<file path="config.mk">
export PLATFORM = sky130hd
export DESIGN_NAME = hamming_secded_byte_codec
export DESIGN_NICKNAME = d
export VERILOG_FILES = /design/src/hsbc_pkg.sv /design/src/hamming_secded_byte_codec.sv
export SDC_FILE = /design/constraint.sdc
export NUM_CORES = 1
export LEC_CHECK = 0
export BUFFER_PORTS_ARGS = -buffer_cell sky130_fd_sc_hd__clkbuf_2
export CAP_MARGIN = 20
export CORE_ASPECT_RATIO = 0.7
export CORE_MARGIN = 1.5
export CORE_UTILIZATION = 45
export CTS_CLUSTER_DIAMETER = 40
export DETAILED_ROUTE_END_ITERATION = 8
export GPL_TIMING_DRIVEN = 1
export PLACE_DENSITY_LB_ADDON = 0.3
export SETUP_SLACK_MARGIN = 0.15
export SLEW_MARGIN = 10
export SYNTH_ARGS = -nofsm -noshare
export SYNTH_HDL_FRONTEND = slang
export SYNTH_SLANG_ARGS = --single-unit
</file>
<file path="constraint.sdc">
create_clock -name i_clk -period 4.95 [get_ports i_clk]
set_clock_uncertainty 0.05 [all_clocks]
set_input_delay 0.2475 -clock i_clk [delete_from_list [all_inputs] [get_ports i_clk]]
set_output_delay 0.2475 -clock i_clk [all_outputs]
set_load 0.01 [all_outputs]
</file>
<file path="src/hsbc_pkg.sv">
`timescale 1ns / 1ps

package hsbc_pkg;

    localparam int unsigned CODE_W   = 12;
    localparam int unsigned ENC_W    = 13;
    localparam int unsigned BYTE_W   = 8;
    localparam int unsigned SYN_W    = 4;
    localparam int unsigned STAT_W   = 2;
    localparam int unsigned IN_W     = 24;
    localparam int unsigned OUT_W    = 32;
    localparam int unsigned USER_W   = 2;

    localparam logic [CODE_W-1:0] CHK1_MASK = 12'h554;
    localparam logic [CODE_W-1:0] CHK2_MASK = 12'h664;
    localparam logic [CODE_W-1:0] CHK3_MASK = 12'h870;
    localparam logic [CODE_W-1:0] CHK4_MASK = 12'hF00;

    localparam logic FUNC_ENCODE = 1'b0;
    localparam logic FUNC_DECODE = 1'b1;

    localparam logic [STAT_W-1:0] ST_OK        = 2'd0;
    localparam logic [STAT_W-1:0] ST_CORRECTED = 2'd1;
    localparam logic [STAT_W-1:0] ST_UNCORR    = 2'd2;

    localparam logic [SYN_W-1:0] SYN_NONE     = 4'd0;
    localparam logic [SYN_W-1:0] SYN_LAST_POS = 4'd12;

    function automatic logic [CODE_W-1:0] hsbc_spread(input logic [BYTE_W-1:0] d);
        return {d[7:4], 1'b0, d[3:1], 1'b0, d[0], 2'b00};
    endfunction

    function automatic logic [BYTE_W-1:0] hsbc_gather(input logic [CODE_W-1:0] w);
        return {w[11:8], w[6:4], w[2]};
    endfunction

    function automatic logic [SYN_W-1:0] hsbc_checks(input logic [CODE_W-1:0] w);
        return {^(w & CHK4_MASK), ^(w & CHK3_MASK), ^(w & CHK2_MASK), ^(w & CHK1_MASK)};
    endfunction

endpackage

</file>
<file path="src/hamming_secded_byte_codec.sv">
`timescale 1ns / 1ps
// byte sec-ded hamming codec, 8 data bits in a 13 bit code word
// input channel s_axis: tuser selects the operation (0 encode, 1 decode),
//   tdata carries the byte to encode and the received code word
// output channel m_axis: tdata carries encoded word, decoded byte and
//   syndrome, tuser carries the status (ok, corrected, uncorrectable)
// encode fills only the encoded word; decode fills byte, syndrome, status
// decode flips the bit named by a syndrome of 1 to 12 and checks the overall
//   parity bit; syndromes 13 to 15 pass the data through as uncorrectable
// each word passes an input register and then a result register, with
//   the xor trees between them
// throughput: one word per clock while m_axis_tready is high, set by the two-stage register pipeline
// when m_axis_tready is low the result register holds its word and the
//   input register still fills; s_axis_tready falls once both are full
// reset clears both valid flags, no word is in flight afterwards

module hamming_secded_byte_codec (
    input  logic                          i_clk,
    input  logic                          i_rst_n,
    input  logic                          s_axis_tvalid,
    output logic                          s_axis_tready,
    input  logic [hsbc_pkg::IN_W-1:0]     s_axis_tdata,  // data_byte, code_word
    input  logic                          s_axis_tuser,  // func
    output logic                          m_axis_tvalid,
    input  logic                          m_axis_tready,
    output logic [hsbc_pkg::OUT_W-1:0]    m_axis_tdata,  // encoded_word, decoded_byte, syndrome
    output logic [hsbc_pkg::USER_W-1:0]   m_axis_tuser   // status
);
    import hsbc_pkg::*;

    logic                r_in_vld;
    logic                r_func;
    logic [BYTE_W-1:0]   r_data_byte;
    logic [15:0]         r_code_word;

    logic                r_out_vld;
    logic [ENC_W-1:0]    r_enc;
    logic [BYTE_W-1:0]   r_dec;
    logic [SYN_W-1:0]    r_syn;
    logic [STAT_W-1:0]   r_stat;

    logic                adv_out;
    logic                adv_in;

    logic [CODE_W-1:0]   enc_base;
    logic [SYN_W-1:0]    enc_chk;
    logic [CODE_W-1:0]   enc_w;
    logic [CODE_W-1:0]   rx_w;
    logic [SYN_W-1:0]    rx_got;
    logic [SYN_W-1:0]    rx_syn;
    logic [CODE_W-1:0]   flip_vec;
    logic [CODE_W-1:0]   fixed_w;

    logic [ENC_W-1:0]    n_enc;
    logic [BYTE_W-1:0]   n_dec;
    logic [SYN_W-1:0]    n_syn;
    logic [STAT_W-1:0]   n_stat;

    assign adv_out       = r_in_vld && (!r_out_vld || m_axis_tready);
    assign s_axis_tready = !r_in_vld || adv_out;
    assign adv_in        = s_axis_tvalid && s_axis_tready;

    always_ff @(posedge i_clk) begin
        if (!i_rst_n) begin
            r_in_vld  <= 1'b0;
            r_out_vld <= 1'b0;
        end else begin
            if (adv_in) begin
                r_in_vld <= 1'b1;
            end else if (adv_out) begin
                r_in_vld <= 1'b0;
            end
            if (adv_out) begin
                r_out_vld <= 1'b1;
            end else if (m_axis_tready) begin
                r_out_vld <= 1'b0;
            end
        end
    end

    always_ff @(posedge i_clk) begin
        if (adv_in) begin
            r_func      <= s_axis_tuser;
            r_data_byte <= s_axis_tdata[7:0];
            r_code_word <= s_axis_tdata[23:8];
        end
        if (adv_out) begin
            r_enc  <= n_enc;
            r_dec  <= n_dec;
            r_syn  <= n_syn;
            r_stat <= n_stat;
        end
    end

    always_comb begin
        enc_base = hsbc_spread(r_data_byte);
        enc_chk  = hsbc_checks(enc_base);
        enc_w    = enc_base | {4'b0000, enc_chk[3], 3'b000, enc_chk[2], 1'b0, enc_chk[1:0]};

        rx_w     = r_code_word[CODE_W-1:0];
        rx_got   = {rx_w[7], rx_w[3], rx_w[1], rx_w[0]};
        rx_syn   = hsbc_checks(rx_w) ^ rx_got;
        for (int i = 0; i < CODE_W; i++) begin
            flip_vec[i] = (rx_syn == SYN_W'(i + 1));
        end
        fixed_w  = rx_w ^ flip_vec;

        n_enc  = '0;
        n_dec  = '0;
        n_syn  = '0;
        n_stat = ST_OK;
        if (r_func == FUNC_ENCODE) begin
            n_enc = {^enc_w, enc_w};
        end else begin
            n_syn = rx_syn;
            n_dec = hsbc_gather(fixed_w);
            if (rx_syn == SYN_NONE) begin
                n_stat = ST_OK;
            end else if (rx_syn <= SYN_LAST_POS) begin
                n_stat = ((^fixed_w) == r_code_word[CODE_W]) ? ST_CORRECTED : ST_UNCORR;
            end else begin
                n_stat = ST_UNCORR;
            end
        end
    end

    assign m_axis_tvalid = r_out_vld;
    assign m_axis_tdata  = {{(OUT_W - ENC_W - BYTE_W - SYN_W){1'b0}}, r_syn, r_dec, r_enc};
    assign m_axis_tuser  = r_stat;

endmodule

</file>
==> results_dict.tcl, run 1 <==
set metrics [dict create \
    placementRows 21 \
    final-seq-area_mm2 0.00151 \
    total_leakage_power_nw 1.07 \
    finalSetupViolCount 0 \
    die_area_mm2 0.00559 \
    post_cts_hold_buffers 0 \
    grt_first_pass_wirelength_um 5520 \
    cp_num_buf_inv 0 \
    crit_required_ns 4.95 \
    postCtsResizedCells 0 \
    synth-seq-area-share_pct 65.3 \
    synth_enable_flop_cells 49 \
    timing.critical_path.mode_cell "xnor2_1" \
    largest_net_degree_at_the_start_of_global_routing 28 \
    floorplan.die.height_um 63.0 \
    synth_flop_cell "edfxtp_1" \
    drt_iter0_drc 62 \
    drt_pass_1_iters 4 \
    design.portCount 65 \
    power_density_mw_per_mm2 348 \
    crit_path_cell_trace "xnor2_1 > xor3_2 > nor4_2 > xnor2_1 > nor2_1" \
    slew-limit-headroom_pct 34.4 \
    cts.sinks 51 \
    grt_pass1_vias 1124 \
    hold_path_class "input pin to register" \
    timing.reg2reg.setup_slack_ns 2.79 \
    global_route.usage.total_pct 13.5 \
    cts_buffers 5 \
    timing.final.crit_period_ns 2.16 \
    drt.antenna.violating_nets 0 \
    cts_clk_pin_slew_worst_paths_ns 0.09 \
    ys.warnings.count 0 \
    finalHoldViolCount 0 \
    layout.cells.most_common "clkbuf_2" \
    grt_util_met2_pct 18.0 \
    master_of_the_slowest_instance_on_the_critical_path "xor3_2" \
    grt.overflow.total 0 \
    post-cts-setup-buffer-count 0 \
    multi_input_gate_area_um2 754 \
    final_area_mm2 0.00273 \
    largest_delay_contributor_family_on_the_critical_path "XOR/XNOR gates" \
    initial_utilization_pct 47.6 \
    status "completed" \
    synth-async-reset-ratio_pct 0 \
    grt_setup_unrepaired "no" \
    route.vias.total 1266 \
    crit_fanout 4 \
    crit_path_max_incr_delay_ns 0.57 \
    antenna-diode-count 0 \
    cts-htree-levels 2 \
    number_of_port_buffers 54 \
    layout.cells.most_common_list "54 x clkbuf_2, 49 x edfxtp_1, 20 x xnor2_1" \
    maximum_capacitance_violations 0 \
    die-width_um 88.7 \
    tightest_slew_ns 0.984 \
    proportion_of_layout_cells_with_a_drive_suffix_above_1_pct 33.5 \
    syn_avg_cell_area_um2 15.1 \
    clock_path_buffers 2 \
    detail_route.wl_per_cell_um 12.4 \
    yosysUniqueCellTypes 31 \
    fin_setup_tns_ns 0 \
    final_nets 240 \
    met3_usage_pct 4.89 \
    number_of_antenna_violations_at_the_first_check_in_global_routing 0 \
    fillers 410 \
    cp-start-kind "register" \
    totalWireLength_um 3490 \
    timing.fmax_ghz 0.462 \
    cts_root_buf "clkbuf_8" \
    gr-max-usage-layer "met1" \
    final_min_period_over_clock_period_pct 43.7 \
    routability_congestion_estimate_from_global_placement 0.804 \
    worstPathArrival_ns 2.16 \
    synthesis.area_mm2 0.00231 \
    synth_seq_cells 51 \
    insertion_delay_ns 0.29 \
    gr-usage-met1_pct 20.8 \
    final_max_slew_viol_count 0 \
    final.hold.worst_slack_ns 0.0725 \
    timing_worst_setup_path_type "register to register" \
    core-area_mm2 0.00486 \
    drt-vias-per-instance 4.51 \
    timing.critical_path.to_type "register" \
    area_delta_synth_final_pct 17.9 \
    synthesis.instances 153 \
    drc 0 \
    irDropWorstVdd_mv 0.199 \
    tritoncts "built" \
    dpl.hpwl_um 2570 \
    placed_cell_area_mm2 0.00263 \
]
[worst register-to-register path, stage by stage (launching register included)]
cell and delay [ns]:
edfxtp_1 0.46, xnor2_1 0.34, xor3_2 0.57, nor4_2 0.31, xnor2_1 0.14, nor2_1 0.05
[final cells by class]
type / count / share of cell area [%]
Clock buffer: 5 / 2.52
Clock inverter: 3 / 0.733
Inverter: 1 / 0.137
Multi-Input combinational cell: 96 / 27.6
Sequential cell: 51 / 55.4
Tap cell: 69 / 3.16
Timing Repair Buffer: 56 / 10.4
[power by group]
group | switching, mW | internal (mW)
Clock | 0.133 | 0.0987
Combinational | 0.104 | 0.0875
Sequential | 0.0174 | 0.509
[layer usage]
layer	part of all wire [%]	wire length (um)
met3	6.6	232
met1	51	1790
met4	0.32	11
met5	0	0
met2	42	1460
[worst paths after layout]
kind | startpoint | to | cells past startpoint
worst max-delay path | r_code_word[10] | r_dec[2] | 5
worst min-delay path | s_axis_tdata[7] | r_data_byte[7] | 1
worst max register to register | r_code_word[10] | r_dec[2] | 5
worst min register to register | r_in_vld | m_axis_tvalid | 1
[Yosys cell counts (2+ instances only)]
library cell	number	area (um2)
o311ai_1	2	17.5
clkbuf_1	2	7.51
nor2b_1	11	68.8
xor2_1	10	87.6
nand4_1	2	12.5
xnor3_1	2	45.0
xnor3_2	2	47.6
nand4b_1	2	17.5
buf_2	2	10.0
nand2_1	4	15.0
dfxtp_1	2	40.0
edfxtp_1	49	1470
nor2_1	12	45.0
nand2b_1	2	12.5
buf_4	7	52.6
and2_1	3	18.8
xnor2_2	2	32.5
a21oi_1	4	20.0
xnor2_1	20	175
o41ai_1	2	17.5
[cells by family after synthesis]
kind of cell	synth area share [%]
xor gates and xnor gates	17.8
DFF	65.3
AOI/OAI and AO/OA	4.05
other	0.162
and+or+nand+nor	9.03
buffers and inverters	3.19
adders and majority gates	0.432
[state kept, by name (all words and copies together), names as in the netlist]
signal         flops
r_syn              4
m_axis_tuser       2
r_func             1
r_dec              8
m_axis_tvalid      1
r_code_word       13
r_enc             13
r_in_vld           1
r_data_byte        8
[per-stage QoR]
stage,util (%),setup slack (ns),cells,power (mW)
after floorplan,-,2.76,159,0.682
after global placement,54.2,2.52,272,0.722
after detailed placement,54.2,2.50,272,0.727
after CTS,56.0,2.50,280,0.956
after global routing,56.2,2.64,281,1.00
final,56.2,2.79,281,0.951
Note: power is estimated with default switching activity, not from simulation.
==> run 2: changes to the inputs <==
- clock period: 4.95 -> 2 ns (I/O delays scaled with it)
==> results_dict.tcl, run 2 (synthesized netlist as in run 1, its figures left out) <==
set metrics [dict create \
    finalSetupViolCount 0 \
    timing.reg2reg.setup_slack_ns 0.002 \
    power.share.clock_pct 25.9 \
    fin_setup_tns_ns 0 \
    cts_clk_pin_slew_worst_paths_ns 0.09 \
    worstHoldStart "m_axis_tready" \
    timing.critical_path.to_type "register" \
    final_max_slew_viol_count 0 \
    grt_first_pass_wirelength_um 6320 \
    global_route.usage.total_pct 15.5 \
    netSwitchingFraction_pct 25.8 \
    fillers 358 \
    crit_path_max_incr_delay_ns 0.53 \
    die-width_um 88.7 \
    number_of_port_buffers 54 \
    crit_path_cell_trace "xnor2_2 > xnor3_2 > nor2_4 > a21oi_1 > a41o_1" \
    routability_congestion_estimate_from_global_placement 0.825 \
    final_nets 285 \
    final_area_mm2 0.00329 \
    number_of_antenna_violations_at_the_first_check_in_global_routing 0 \
    layout.cells.most_common "clkbuf_2" \
    cts.sinks 51 \
    initial_utilization_pct 47.6 \
    drc 0 \
    core-area_mm2 0.00486 \
    place_inst 282 \
    design_internal_power_mw 1.97 \
    timing_worst_setup_path_type "register to register" \
    design.portCount 65 \
    route.vias.total 1477 \
    finalHoldViolCount 0 \
    proportion_of_layout_cells_with_a_drive_suffix_above_1_pct 40.1 \
    final.hold.worst_slack_ns 0.110 \
    insertion_delay_ns 0.30 \
    grt_pass1_vias 1357 \
    crit_required_ns 2.02 \
    hold-path-endpoint "m_axis_tvalid" \
    slew-limit-headroom_pct 51.1 \
    drt-vias-per-instance 4.53 \
    cp-start-kind "register" \
    r2r_end "r_dec[7]" \
    whs_path_depth 3 \
    drt.antenna.violating_nets 0 \
    detail_route.wl_per_cell_um 13.0 \
    floorplan.die.height_um 63.0 \
    placementRows 21 \
    irDropWorstVdd_mv 0.454 \
    timing.fmax_ghz 0.501 \
    tightest_slew_ns 0.734 \
    cp_num_buf_inv 0 \
    master_of_the_slowest_instance_on_the_critical_path "xnor3_2" \
    final_min_period_over_clock_period_pct 99.9 \
    area_delta_synth_final_pct 42.3 \
    tritoncts "built" \
    antenna-diode-count 0 \
    reg_top3 "r_code_word x13, r_enc x13" \
    cts-htree-levels 2 \
    fin_cells 326 \
    timing.final.crit_period_ns 2.00 \
    grt.overflow.total 0 \
    cts_buffers 5 \
    total_switching_power_uw 686 \
    maximum_capacitance_violations 0 \
    worstPathArrival_ns 2.01 \
    die_area_mm2 0.00559 \
    placed_cell_area_mm2 0.00274 \
    utilization_pct 67.7 \
    drt_iter0_drc 56 \
    drt_pass_1_iters 4 \
    hold_path_class "input pin to register" \
    sequential_share_of_power_pct 49.2 \
    comb_power_share_pct 24.9 \
    total_leakage_power_nw 1.34 \
    layout.cells.most_common_list "54 x clkbuf_2, 49 x edfxtp_1, 24 x dlygate4sd3_1" \
    origin_of_the_critical_flop_to_flop_path "r_code_word[6]" \
    clock_path_buffers 2 \
    r2r_depth 5 \
    crit_fanout 5 \
    grt_setup_unrepaired "yes" \
    power_density_mw_per_mm2 806 \
    status "completed" \
    dpl.hpwl_um 2620 \
    cts_root_buf "clkbuf_8" \
    largest_delay_contributor_family_on_the_critical_path "XOR/XNOR gates" \
    totalWireLength_um 4230 \
    largest_net_degree_at_the_start_of_global_routing 28 \
]
==> run 2: cell count changes in the layout (fill, tap and decap cells not counted), moves of 2 or more <==
cell,delta
xnor3_1,-2
xnor2_1,-5
buf_4,+15
xnor3_2,+3
dlygate4sd3_1,+24
xnor2_4,+2
xnor2_2,+3
buf_6,+3
==> run 2: area by class of cell <==
type                            instances  area (um2)  area share, %
Multi-Input combinational cell         98         892           27.1
Clock inverter                          3        38.8           1.18
Sequential cell                        51        1510           45.9
Clock buffer                            5        68.8           2.09
Timing Repair Buffer                   99         692           21.0
Tap cell                               69        86.3           2.62
Inverter                                1        3.75          0.114
==> run 2: worst min-delay path, delay by kind of cell <==
family / cells / cell delay [ns]
buffers and inverters: 1 / 0.08
AOI/OAI and AO/OA: 1 / 0.17
and+or+nand+nor: 1 / 0.07
==> run 2: timing repair <==
action / 4_1_cts / 5_1_grt
pin swaps: 5 / 3
resized for setup: 9 / 6
setup endpoints to repair: 10 / 32
hold buffers: 24 / 0
endpoints found under the hold margin: 24 / 0
gates cloned: 1 / 1
buffers inserted: 7 / 3
==> run 2: worst max path at each step <==
stage	to	slack [ns]	start	depth (start not counted)
after floorplan	r_dec[2]	0.11	r_code_word[10]	5
final	r_dec[7]	0.002	r_code_word[6]	5
after global placement	r_dec[7]	0.02	r_code_word[6]	5
after detailed placement	r_dec[7]	-0.009	r_code_word[5]	5
after CTS	r_dec[7]	0.02	r_code_word[6]	5
after global routing	r_dec[2]	-0.07	r_code_word[2]	5
==> run 2: metal layers <==
layer / part of all wire (%) / wire, um / GRT usage (%)
met2: 45 / 1900 / 22.4
met4: 1.1 / 47 / 7.42
met3: 4.9 / 206 / 4.23
met5: 0 / 0 / 0
met1: 49 / 2080 / 21.5
==> run 2: power by group through the flow <==
stage	Combinational (mW)	Clock, mW	Sequential, mW
floorplan	0.373	0	1.34
global placement	0.519	0	1.32
detailed placement	0.528	0	1.33
CTS	0.620	0.706	1.30
global route	0.711	0.745	1.31
finish	0.661	0.688	1.30
==> run 2: metrics by stage <==
| stage | total power [mW] | worst slack, ns |
|---|---|---|
| after CTS | 2.63 | 0.0200 |
| after detailed placement | 1.86 | -0.00937 |
| after floorplan | 1.71 | 0.107 |
| after global placement | 1.84 | 0.0212 |
| final | 2.65 | 0.00227 |
| after global routing | 2.77 | -0.0681 |
==> run 3: changes to the inputs <==
- CORE_ASPECT_RATIO: 0.7 -> default
==> results_dict.tcl, run 3 (synthesized netlist as in run 1, its figures left out) <==
set metrics [dict create \
    status "finished, violations left" \
    violations_in_the_final_reports "negative setup slack" \
    hold_path_class "input pin to register" \
    die_area_mm2 0.00558 \
    timing_worst_setup_path_type "register to register" \
    global_route.usage.total_pct 14.8 \
    master_of_the_slowest_instance_on_the_critical_path "xnor3_2" \
    crit_fanout 5 \
    final_min_period_over_clock_period_pct 102 \
    grt_setup_unrepaired "yes" \
    placementRows 25 \
    crit_path_cell_trace "xnor3_2 > xor2_2 > buf_4 > o311ai_2 > o41ai_2" \
    setup_ws_ns -0.0403 \
    power_density_mw_per_mm2 851 \
    cts_root_buf "clkbuf_8" \
    routability_congestion_estimate_from_global_placement 0.733 \
    design.portCount 65 \
    final_nets 287 \
    layout.cells.most_common_list "54 x clkbuf_2, 49 x edfxtp_1, 24 x dlygate4sd3_1" \
    fin_setup_tns_ns -0.0462 \
    final.hold.worst_slack_ns 0.101 \
    clock_path_buffers 2 \
    drt_iter0_drc 67 \
    largest_delay_contributor_family_on_the_critical_path "XOR/XNOR gates" \
    layout.cells.most_common "clkbuf_2" \
    core-area_mm2 0.00485 \
    utilization_pct 68.6 \
    number_of_port_buffers 54 \
    route.vias.total 1467 \
    grt_pass1_vias 1298 \
    total_power_mw 2.83 \
    floorplan.die.height_um 74.7 \
    drc 0 \
    dpl.hpwl_um 2460 \
    grt.overflow.total 0 \
    maximum_capacitance_violations 0 \
    worstPathArrival_ns 2.03 \
    place_inst 280 \
    drt.antenna.violating_nets 0 \
    total_leakage_power_nw 1.35 \
    cts_clk_pin_slew_worst_paths_ns 0.09 \
    tritoncts "built" \
    finalHoldViolCount 0 \
    area_delta_synth_final_pct 43.7 \
    proportion_of_layout_cells_with_a_drive_suffix_above_1_pct 41.7 \
    cts_buffers 5 \
    final_max_slew_viol_count 0 \
    timing.critical_path.to_type "register" \
    number_of_antenna_violations_at_the_first_check_in_global_routing 0 \
    detail_route.wl_per_cell_um 12.5 \
    placed_cell_area_mm2 0.00273 \
    timing.fmax_ghz 0.490 \
    fin_cells 326 \
    totalWireLength_um 4090 \
    grt_first_pass_wirelength_um 5930 \
    insertion_delay_ns 0.30 \
    timing.final.crit_period_ns 2.04 \
    crit_required_ns 1.99 \
    antenna-diode-count 0 \
    cts-htree-levels 2 \
    drt-vias-per-instance 4.50 \
    cp_num_buf_inv 1 \
    cts.sinks 51 \
    irDropWorstVdd_mv 0.486 \
    drt_pass_1_iters 4 \
    cp-start-kind "register" \
    pre_cts_slack_ns -0.00342 \
    reg_top3 "r_code_word x13, r_enc x13" \
    largest_net_degree_at_the_start_of_global_routing 28 \
    final_area_mm2 0.00333 \
    crit_path_max_incr_delay_ns 0.47 \
    finalSetupViolCount 3 \
    die-width_um 74.7 \
    initial_utilization_pct 47.7 \
]
## run 3: cell types whose count changed in the layout (fill, tap and decap cells not counted), sizes merged
cell	delta
clkinv	-2
xnor3	-1
bufinv	+1
buf	+3
clkinvlp	+1
## run 3: final timing paths
kind | startpoint | endpoint | slack [ns] | cells past startpoint
setup / recovery | r_code_word[11] | r_dec[1] | -0.04 | 5
hold / removal | m_axis_tready | m_axis_tvalid | 0.10 | 3
setup reg to reg | r_code_word[11] | r_dec[1] | -0.04 | 5
hold reg to reg | r_in_vld | m_axis_tvalid | 0.49 | 1
## run 3: layout make-up
cell class,instances,area (um2)
Timing Repair Buffer,102,718
Sequential cell,51,1510
Clock inverter,3,67.6
Multi-Input combinational cell,97,873
Clock buffer,5,68.8
Fill cell,351,1520
Inverter,1,3.75
Tap cell,67,83.8
## run 3: tightest hold or removal path, cell delays in order
cell and delay [ns]:
clkbuf_2 0.07, nor2b_1 0.07, o21a_1 0.18
## run 3: what timing repair did
item,4_1_cts,5_1_grt
cloned,0,1
setup buffers,9,4
pin swaps,3,3
gates resized for setup,7,9
hold endpoints to repair,24,0
hold buffers,24,0
setup endpoints to repair,10,32
## run 3: power breakdown
part	internal, mW	switching (mW)	leakage (nW)	total [mW]
clock network	0.498	0.334	0.0644	0.832
logic	0.369	0.328	0.796	0.698
registers	1.26	0.0392	0.489	1.30
total	2.13	0.701	1.35	2.83
## run 3: metal layers
layer	track usage [%]	vias up	wire, um
met5	0	-	0
met4	6.06	0	45
met3	4.42	5	188
met2	24.2	47	2110
met1	18.6	672	1740
li1	-	743	-
